`src/sv/lcsm_pkg.sv`:
```
// ----------------------------------------------------------------------------
// lcsm_pkg
// Shared types and codes for the link connection state machine.
// ----------------------------------------------------------------------------
package lcsm_pkg;

	typedef enum logic [1:0] {
		MODE_LISTEN    = 2'd0,
		MODE_SYNC      = 2'd1,
		MODE_CONNECTED = 2'd2
	} mode_t;

	typedef enum logic [1:0] {
		ACT_WAIT     = 2'd0,
		ACT_RECEIVE  = 2'd1,
		ACT_TRANSMIT = 2'd2
	} action_t;

	// operation codes
	localparam logic OP_TICK = 1'b0;
	localparam logic OP_SLOT = 1'b1;

	// receive status codes
	localparam logic [1:0] RX_NONE    = 2'd0;
	localparam logic [1:0] RX_INVALID = 2'd1;
	localparam logic [1:0] RX_HDR_OK  = 2'd2;
	localparam logic [1:0] RX_VALID   = 2'd3;

	// antenna modes
	localparam logic [1:0] ANT_ONE  = 2'd0;
	localparam logic [1:0] ANT_TWO  = 2'd1;
	localparam logic [1:0] ANT_BOTH = 2'd2;

	// configuration register indexes
	localparam int unsigned CFG_IDX_W = 8;
	localparam logic [CFG_IDX_W-1:0] CFG_SYNC_FRAMES  = 8'd0;
	localparam logic [CFG_IDX_W-1:0] CFG_TIMEOUT      = 8'd1;
	localparam logic [CFG_IDX_W-1:0] CFG_HOP_SLOTS    = 8'd2;
	localparam logic [CFG_IDX_W-1:0] CFG_ANTENNA_MODE = 8'd3;
	localparam int unsigned CFG_DATA_W = 16;

	localparam logic [7:0] CNT8_MAX = 8'hFF;

	typedef struct packed {
		logic [7:0]  sync_frames_needed;
		logic [15:0] timeout_ticks;
		logic [7:0]  listen_hop_slots;
		logic [1:0]  antenna_mode;
	} cfg_t;

	typedef struct packed {
		mode_t       link_mode;
		logic [7:0]  sync_count;
		logic [15:0] timeout_count;
		logic [7:0]  listen_count;
		logic        reached_connected;
	} state_t;

	typedef struct packed {
		mode_t   link_condition;
		action_t link_action;
		logic    hop_now;
		logic    slot_missed;
		logic    radio_idle;
		logic    ever_connected;
		logic    valid_seen;
	} result_t;

endpackage

```
`src/sv/link_connect_state_machine.sv`:
```
// ----------------------------------------------------------------------------
// link_connect_state_machine: receiver link connection manager
// Result path: input transfer to the input register, then to the result register.
// Throughput: 1 item per cycle unless out_ready stalls; link state updates per item.
// Reset: link in listen, counters zero, registers at defaults, pipeline empty.
// ----------------------------------------------------------------------------
module link_connect_state_machine (
	input  logic                              clk,
	input  logic                              arst_n,
	input  logic                              cfg_valid,
	output logic                              cfg_ready,
	input  logic [lcsm_pkg::CFG_IDX_W-1:0]    cfg_index,
	input  logic [lcsm_pkg::CFG_DATA_W-1:0]   cfg_data,
	input  logic                              in_valid,
	output logic                              in_ready,
	input  logic                              operation,
	input  logic [1:0]                        rx1_status,
	input  logic [1:0]                        rx2_status,
	output logic                              out_valid,
	input  logic                              out_ready,
	output logic [1:0]                        link_condition,
	output logic [1:0]                        link_action,
	output logic                              hop_now,
	output logic                              slot_missed,
	output logic                              radio_idle,
	output logic                              ever_connected,
	output logic                              valid_seen
);
	import lcsm_pkg::*;

	cfg_t    cfg_q;
	state_t  state_q;
	state_t  state_next;
	result_t result_next;
	result_t result_q;
	logic    out_valid_q;

	logic       valid_s1;
	logic       operation_s1;
	logic [1:0] rx1_s1;
	logic [1:0] rx2_s1;
	logic       advance_s1;

	assign cfg_ready  = 1'b1;
	assign advance_s1 = valid_s1 && (!out_valid_q || out_ready);
	assign in_ready   = !valid_s1 || advance_s1;

	always_ff @(posedge clk or negedge arst_n) begin
		if (!arst_n) begin
			cfg_q.sync_frames_needed <= 8'd5;
			cfg_q.timeout_ticks      <= 16'd500;
			cfg_q.listen_hop_slots   <= 8'd10;
			cfg_q.antenna_mode       <= ANT_ONE;
		end else if (cfg_valid) begin
			case (cfg_index)
				CFG_SYNC_FRAMES:  cfg_q.sync_frames_needed <= cfg_data[7:0];
				CFG_TIMEOUT:      cfg_q.timeout_ticks      <= cfg_data[15:0];
				CFG_HOP_SLOTS:    cfg_q.listen_hop_slots   <= cfg_data[7:0];
				CFG_ANTENNA_MODE: cfg_q.antenna_mode       <= cfg_data[1:0];
				default: ;
			endcase
		end
	end

	// input register
	always_ff @(posedge clk or negedge arst_n) begin
		if (!arst_n) begin
			valid_s1 <= 1'b0;
		end else if (in_ready) begin
			valid_s1 <= in_valid;
		end
	end

	always_ff @(posedge clk) begin
		if (in_valid && in_ready) begin
			operation_s1 <= operation;
			rx1_s1       <= rx1_status;
			rx2_s1       <= rx2_status;
		end
	end

	lcsm_step u_step (
		.cfg        (cfg_q),
		.state      (state_q),
		.operation  (operation_s1),
		.rx1_status (rx1_s1),
		.rx2_status (rx2_s1),
		.state_next (state_next),
		.result     (result_next)
	);

	// link state and result register
	always_ff @(posedge clk or negedge arst_n) begin
		if (!arst_n) begin
			state_q     <= '{link_mode: MODE_LISTEN, default: '0};
			out_valid_q <= 1'b0;
		end else begin
			if (advance_s1) begin
				state_q     <= state_next;
				out_valid_q <= 1'b1;
			end else if (out_ready) begin
				out_valid_q <= 1'b0;
			end
		end
	end

	always_ff @(posedge clk) begin
		if (advance_s1)
			result_q <= result_next;
	end

	assign out_valid      = out_valid_q;
	assign link_condition = result_q.link_condition;
	assign link_action    = result_q.link_action;
	assign hop_now        = result_q.hop_now;
	assign slot_missed    = result_q.slot_missed;
	assign radio_idle     = result_q.radio_idle;
	assign ever_connected = result_q.ever_connected;
	assign valid_seen     = result_q.valid_seen;

endmodule

```
`src/sv/lcsm_step.sv`:
```
// ----------------------------------------------------------------------------
// lcsm_step
// Next-state and result logic for one tick or slot item.
// ----------------------------------------------------------------------------
module lcsm_step (
	input  lcsm_pkg::cfg_t    cfg,
	input  lcsm_pkg::state_t  state,
	input  logic              operation,
	input  logic [1:0]        rx1_status,
	input  logic [1:0]        rx2_status,
	output lcsm_pkg::state_t  state_next,
	output lcsm_pkg::result_t result
);
	import lcsm_pkg::*;

	logic        frame_ok;
	logic        frame_bad;
	logic [1:0]  sel_status;

	// combine antennas
	always_comb begin
		sel_status = (cfg.antenna_mode == ANT_TWO) ? rx2_status : rx1_status;
		if (cfg.antenna_mode >= ANT_BOTH) begin
			frame_ok  = (rx1_status >= RX_HDR_OK) || (rx2_status >= RX_HDR_OK);
			frame_bad = ((rx1_status != RX_NONE) || (rx2_status != RX_NONE)) && !frame_ok;
		end else begin
			frame_ok  = (sel_status >= RX_HDR_OK);
			frame_bad = (sel_status == RX_INVALID);
		end
	end

	always_comb begin
		state_next = state;
		result     = '0;

		if (operation == OP_TICK) begin
			if (state.timeout_count != '0)
				state_next.timeout_count = state.timeout_count - 16'd1;
		end else begin
			if (frame_ok) begin
				if (state.link_mode == MODE_LISTEN) begin
					state_next.link_mode  = MODE_SYNC;
					state_next.sync_count = '0;
				end else if (state.link_mode == MODE_SYNC) begin
					if (state.sync_count != CNT8_MAX)
						state_next.sync_count = state.sync_count + 8'd1;
					if (state_next.sync_count >= cfg.sync_frames_needed) begin
						state_next.link_mode         = MODE_CONNECTED;
						state_next.reached_connected = 1'b1;
					end
				end
				state_next.timeout_count = cfg.timeout_ticks;
				result.link_action       = ACT_TRANSMIT;
			end

			if (state_next.link_mode == MODE_LISTEN && frame_bad)
				result.link_action = ACT_RECEIVE;

			// listen dwell
			if (state_next.link_mode == MODE_LISTEN) begin
				if (state.listen_count != CNT8_MAX)
					state_next.listen_count = state.listen_count + 8'd1;
				if (state_next.listen_count >= cfg.listen_hop_slots) begin
					result.hop_now          = 1'b1;
					state_next.listen_count = '0;
					result.link_action      = ACT_RECEIVE;
				end
			end

			// timeout drops back to listen
			if (state_next.link_mode != MODE_LISTEN && state_next.timeout_count == '0) begin
				state_next.link_mode    = MODE_LISTEN;
				state_next.listen_count = '0;
				result.link_action      = ACT_RECEIVE;
			end

			if (state_next.link_mode != MODE_LISTEN && !frame_ok) begin
				result.slot_missed = 1'b1;
				result.link_action = ACT_TRANSMIT;
			end

			result.radio_idle = (state_next.link_mode != MODE_LISTEN) ||
				(result.link_action != ACT_WAIT);
			result.valid_seen = frame_ok;
		end

		result.link_condition = state_next.link_mode;
		result.ever_connected = state_next.reached_connected;
	end

endmodule

```
`config.mk`:
```
export PLATFORM = sky130hd
export DESIGN_NAME = link_connect_state_machine
export DESIGN_NICKNAME = d
export VERILOG_FILES = /design/src/sv/lcsm_pkg.sv /design/src/sv/link_connect_state_machine.sv /design/src/sv/lcsm_step.sv
export SDC_FILE = /design/constraint.sdc
export NUM_CORES = 1
export LEC_CHECK = 0
export BUFFER_PORTS_ARGS = -buffer_cell sky130_fd_sc_hd__buf_2
export CAP_MARGIN = 20
export CORE_AREA = 2 2 85 119
export CTS_BUF_LIST = sky130_fd_sc_hd__clkbuf_8
export DETAILED_ROUTE_END_ITERATION = 10
export DIE_AREA = 0 0 87 121
export PLACE_DENSITY_LB_ADDON = 0.25
export SETUP_SLACK_MARGIN = 0.3
export SLEW_MARGIN = 20
export SYNTH_ARGS = -nofsm -noshare
export SYNTH_HDL_FRONTEND = slang
export SYNTH_SLANG_ARGS = --single-unit
```
`constraint.sdc`:
```
create_clock -name clk -period 8.7 [get_ports clk]
set_input_delay 2.61 -clock clk [delete_from_list [all_inputs] [get_ports clk]]
set_output_delay 2.61 -clock clk [all_outputs]
set_load 0.03 [all_outputs]
```
# Yosys cells after proc, flatten, opt, wreduce, memory -nomap -nowiden
# Cells that the tools add are included.
[op_classes]
reduce_logical = 36
n_addsub = 3
n_lt_le_gt_ge = 6
muxes = 39
eq_ne = 10
[ops]
columns = ["op", "count"]
rows = [
  ["8-bit two-way mux", 11],
  ["26-bit two-way mux", 2],
  ["16-bit two-way mux", 2],
  ["10-bit two-way mux", 3],
  ["2-bit two-way mux", 9],
  ["8-bit by 1-bit adder with 8-bit output, second input constant", 2],
  ["8-bit by 2-bit == test with 1-bit output, second input constant", 2],
  ["8-bit greater-or-equal comparator", 2],
  ["16-bit logical NOT", 1],
  ["8-bit != test, second input constant", 2],
  ["16-bit nonzero test", 1],
  ["2-bit nonzero test", 8],
  ["16-bit by 1-bit subtractor with 16-bit output, second input constant", 1],
  ["2-bit AND reduction", 6],
  ["1-bit two-way mux", 10],
  ["8-bit by 1-bit == test with 1-bit output, second input constant", 1],
  ["2-bit greater-or-equal comparator, second input constant", 4],
  ["8-bit logical NOT", 1],
  ["2-bit by 1-bit == test with 1-bit output, second input constant", 3],
  ["1-bit logical AND", 6],
  ["3-bit two-way mux", 2],
  ["1-bit logical OR", 5],
  ["1-bit logical NOT", 4],
  ["2-bit logical NOT", 2],
  ["4 further kinds", 4],
]
[word_totals]
in_bits = 34
reg_bits = 85
out_inout_bits = 12
word_cells = 115

# Logic depth before layout (Yosys ltp)
[depth]
word_depth = 23
ltp_mapped = 13
ltp_nobuf = 13

# Hierarchy
# Synthesis repeated with hierarchy kept, for this count alone.
[hier_totals]
cells_unflattened = 471
hier_area_um2 = 5221.3
[modules_own_cells]
columns = ["module", "cells_per_inst", "seq_area_each_um2", "n_inst", "area_each_um2"]
rows = [
  ["link_connect_state_machine", 174, 2209.6, 1, 3200.6],
  ["lcsm_step", 297, 0.0, 1, 2020.7],
]

# Worst setup path after synthesis
# Ideal clock, no wire load.
[synth_timing]
kind = "input to output"
from = "input out_ready"
to = "output in_ready"
arrival_ps = 2956
cell_stages = 1
setup_slack_ps = 3134
n_path_buf = 0
t_required_ps = 6090
path_cell_list = "nand3b_1"
[synth_between]
elab_chain_cells = 3
[synth_lines]
columns = ["item", "line_no", "text"]
rows = [
  ["start: declaration", "link_connect_state_machine.sv:20", "input logic out_ready,"],
  ["1-bit logical OR", "link_connect_state_machine.sv:45", "assign advance_s1 = valid_s1 && (!out_valid_q || out_ready);"],
  ["1-bit logical AND", "link_connect_state_machine.sv:45", ""],
  ["1-bit logical OR", "link_connect_state_machine.sv:46", "assign in_ready = !valid_s1 || advance_s1;"],
  ["end: declaration", "link_connect_state_machine.sv:15", "output logic in_ready,"],
]
# Every way passes these cells.

# Worst setup path after layout
# Ends and elaborated chain as after synthesis.

==> results.cfg <==
[run_status]
status = finished, final reports clean

[yosys]
synth_cell_types = 62
synth_area_per_cell_sq_um = 9.45
synth_fa_ha_area_frac = 0.0466
syn-instance-count = 540
ys_ff_latch = 85
synth_edf_count = 14
synth-compound-area-share = 0.203
synth-xor-area-share = 0.00858
synth_top_area_frac = 0.299
netlist_top_cells_area = dfrtp_1 (30%), edfxtp_1 (8.2%), mux2_2 (5.7%)
ys.flop_type = dfrtp_1
synth.cell_area_sq_um = 5100
synthSimpleGateAreaFrac = 0.189
synthMuxAreaShare = 0.0741
synth_area_leader_cell = dfrtp_1
yosysWarnings = 0
synth_top_family_by_area = compound AO/OA/AOI/OAI gates
synth_nets = 593
seq_area_frac_synth = 0.433
synthArstFlopShare = 0.835

[setup_path]
crit_top_cell = buf_2
critPathArrivalTime_ps = 3080
crit_type = input pin to output pin
worstRegToRegCells = 13
cp-end-kind = output pin
slowest_delay_ps = 200
startpoint_type = input pin
rr_endpoint = link_condition[0]$_DFFE_PP_
crit_chain = buf_2 -> nand3b_1 -> buf_2
worst_path_max_delay_cell = buf_2
cp_max_fo = 3
required_ps = 6090
rrSetupSlack_ps = 5290
reg2reg_from = state_q[25]$_DFFE_PN0P_

[worst_hold_path]
hold_path_end = state_q[0]$_DFFE_PN0P_
hold_class = flip-flop to flip-flop
whs_path_depth = 1
min-delay-start = state_q[0]$_DFFE_PN0P_

[global_routing]
grt_pass1_vias = 4237
grt_pass1_wl_mm = 20.5
grt.total_usage = 0.249
grt-ovfl-total = 0
grt_util_met2 = 0.432
grt_max_degree = 72
grt_use_met3 = 0.0408
top_usage_layer = met2
antenna_found_initial = 1
use_met1 = 0.300

[routing]
routedWlPerCell_microns = 18.2
routed_wirelength_mm = 12.4
avgViaCountPerCell = 6.27
vias = 4261
drt_iter0_drc = 282
antenna_left = 0
first_pass_iters = 5
drc = 0

[place]
gp_congestion = 0.872
dp_hpwl_mm = 8.80
io_buffer_count = 44

[die]
core-area_sq_um = 9410
start_util = 0.542
die_area_sq_um = 10500
dieHeight_microns = 121
die_w_microns = 87
rows = 42
io_pins = 46

[timing]
worstMarginPinSlew_ps = 1050
period_share = 0.654
fmax_mhz = 176
setup_tns_ps = 0
slew_violations = 0
hold_viol_final = 0
period_needed_ps = 5690
max_slew_margin = 0.300
setup-violations-final = 0
rsz0062_at_grt = false
clock_skew_ps = 12.2

[power_and_ir_drop]
power.density_nw_per_um2 = 208
p_leak_nw = 2.46
finalPower_w = 0.00116
ir_drop_mv = 0.106

[clocking]
clk_pin_slew_worst_paths_ps = 80
post_cts_buffers = 0
holdBufCountCts = 0
root_buffer = clkbuf_8
clock_latency_ps = 360
htree_levels = 3
clockBufferDepth = 2
cts_tree = built
ctsResizeCount = 0
cts.sinks = 85
cts-buffers-inserted = 9

[cells_and_area]
drive_gt1_frac = 0.212
nets = 618
regArea_sq_um = 2210
fillCellCount = 824
area_growth_pct = 8.71
antenna_cells = 0
multi_input_area_sq_um = 2670

[job]
drv_cap = 0
==> cell type report <==
cell class              instances  area share
inverters                      23      0.0156
multi-input cells             400       0.481
repair buffers                 46      0.0424
clock buffers                   9      0.0223
well taps                     110      0.0248
flip-flops and latches         85       0.398
clock inverters                 7      0.0153
==> worst max-delay path, delay by kind of cell <==
kind,cells,cell delay (ps)
simple gates,1,170
buf+inv,2,300
==> metrics by stage <==
| step | area, sq um | std cells | hold slack, ps | util | setup WS, ps |
|---|---|---|---|---|---|
| 2_1_floorplan | 5100 | 540 | 429 | - | 3130 |
| 3_3_place_gp | 5330 | 664 | 440 | 0.567 | 3020 |
| 3_5_place_dp | 5330 | 664 | 472 | 0.567 | 3000 |
| 4_1_cts | 5540 | 680 | 488 | 0.589 | 3000 |
| 5_1_grt | 5550 | 680 | 519 | 0.590 | 2980 |
| 6_report | 5550 | 680 | 483 | 0.590 | 3010 |
==> layer usage <==
layer,part of all wire,routed length (microns),vias up
met5,0.00097,12,-
li1,-,-,2024
met3,0.037,462,26
met1,0.40,4960,2111
met4,0.030,370,2
met2,0.53,6560,98
==> logic make-up after synthesis <==
group                    Yosys count
XOR/XNOR                           5
AO/OA/AOI/OAI                    158
other                              1
buffers and inverters             55
multiplexers                      34
AND/OR/NAND/NOR                  183
adder cells (fa/ha/maj)           19
flip-flops                        85
==> power breakdown <==
| part | total, W | internal, W | switching [W] |
|---|---|---|---|
| Clock | 0.000302 | 0.000159 | 0.000143 |
| Sequential | 0.000534 | 0.000457 | 0.0000777 |
| Combinational | 0.000319 | 0.000136 | 0.000184 |
==> registers in the layout (all words and copies together) (netlist names), 2 cells and up <==
register	cells
cfg_q	34
rx1_s1	2
link_action	2
link_condition	2
state_q	35
rx2_s1	2
==> Yosys cell counts (5+ instances only) <==
master    number
nor3_1        25
o21ai_1        9
a22oi_1       13
buf_2          6
nand2_1       48
a21oi_1       27
o221a_2       12
o21ai_0       52
edfxtp_1      14
and3_1         7
nand2b_1       6
nor2_1        30
mux2_2        26
a21o_1         7
a31oi_1        6
ha_1          19
dfrtp_1       61
dfstp_2       10
a211oi_1       5
clkbuf_1      20
inv_1         23
nor2b_1       15
o21a_1         8
nor4_1         8
nand3_1       17
==> worst max-delay path by stage <==
stage / from / endpoint / slack [ps] / depth (start not counted)
2_1_floorplan: out_ready / in_ready / 3130 / 1
3_3_place_gp: out_ready / in_ready / 3020 / 3
3_5_place_dp: out_ready / in_ready / 3000 / 3
4_1_cts: out_ready / in_ready / 3000 / 3
5_1_grt: out_ready / in_ready / 2980 / 3
6_report: out_ready / in_ready / 3010 / 3
==> cell usage in the layout (no fill, tap or decap), types with 3 or more instances in the layout <==
master and instances:
a211o_1 3, a211oi_1 5, a21o_1 7, a21oi_1 27
a22oi_1 13, a31oi_1 5, and3_1 7, and4_1 3
buf_2 44, clkbuf_8 9, dfrtp_1 61, dfstp_2 10
edfxtp_1 14, ha_1 19, inv_1 26, mux2_1 4
mux2_2 26, mux2i_1 4, nand2_1 48, nand2b_1 6
nand3_1 17, nand3b_1 3, nor2_1 30, nor2b_1 15
nor3_1 25, nor4_1 8, o21a_1 8, o21ai_0 52
o21ai_1 9, o221a_2 12, or3_1 3, or4_1 3
or4_4 3, xnor2_1 4
Power figures use the tool's default switching activity.
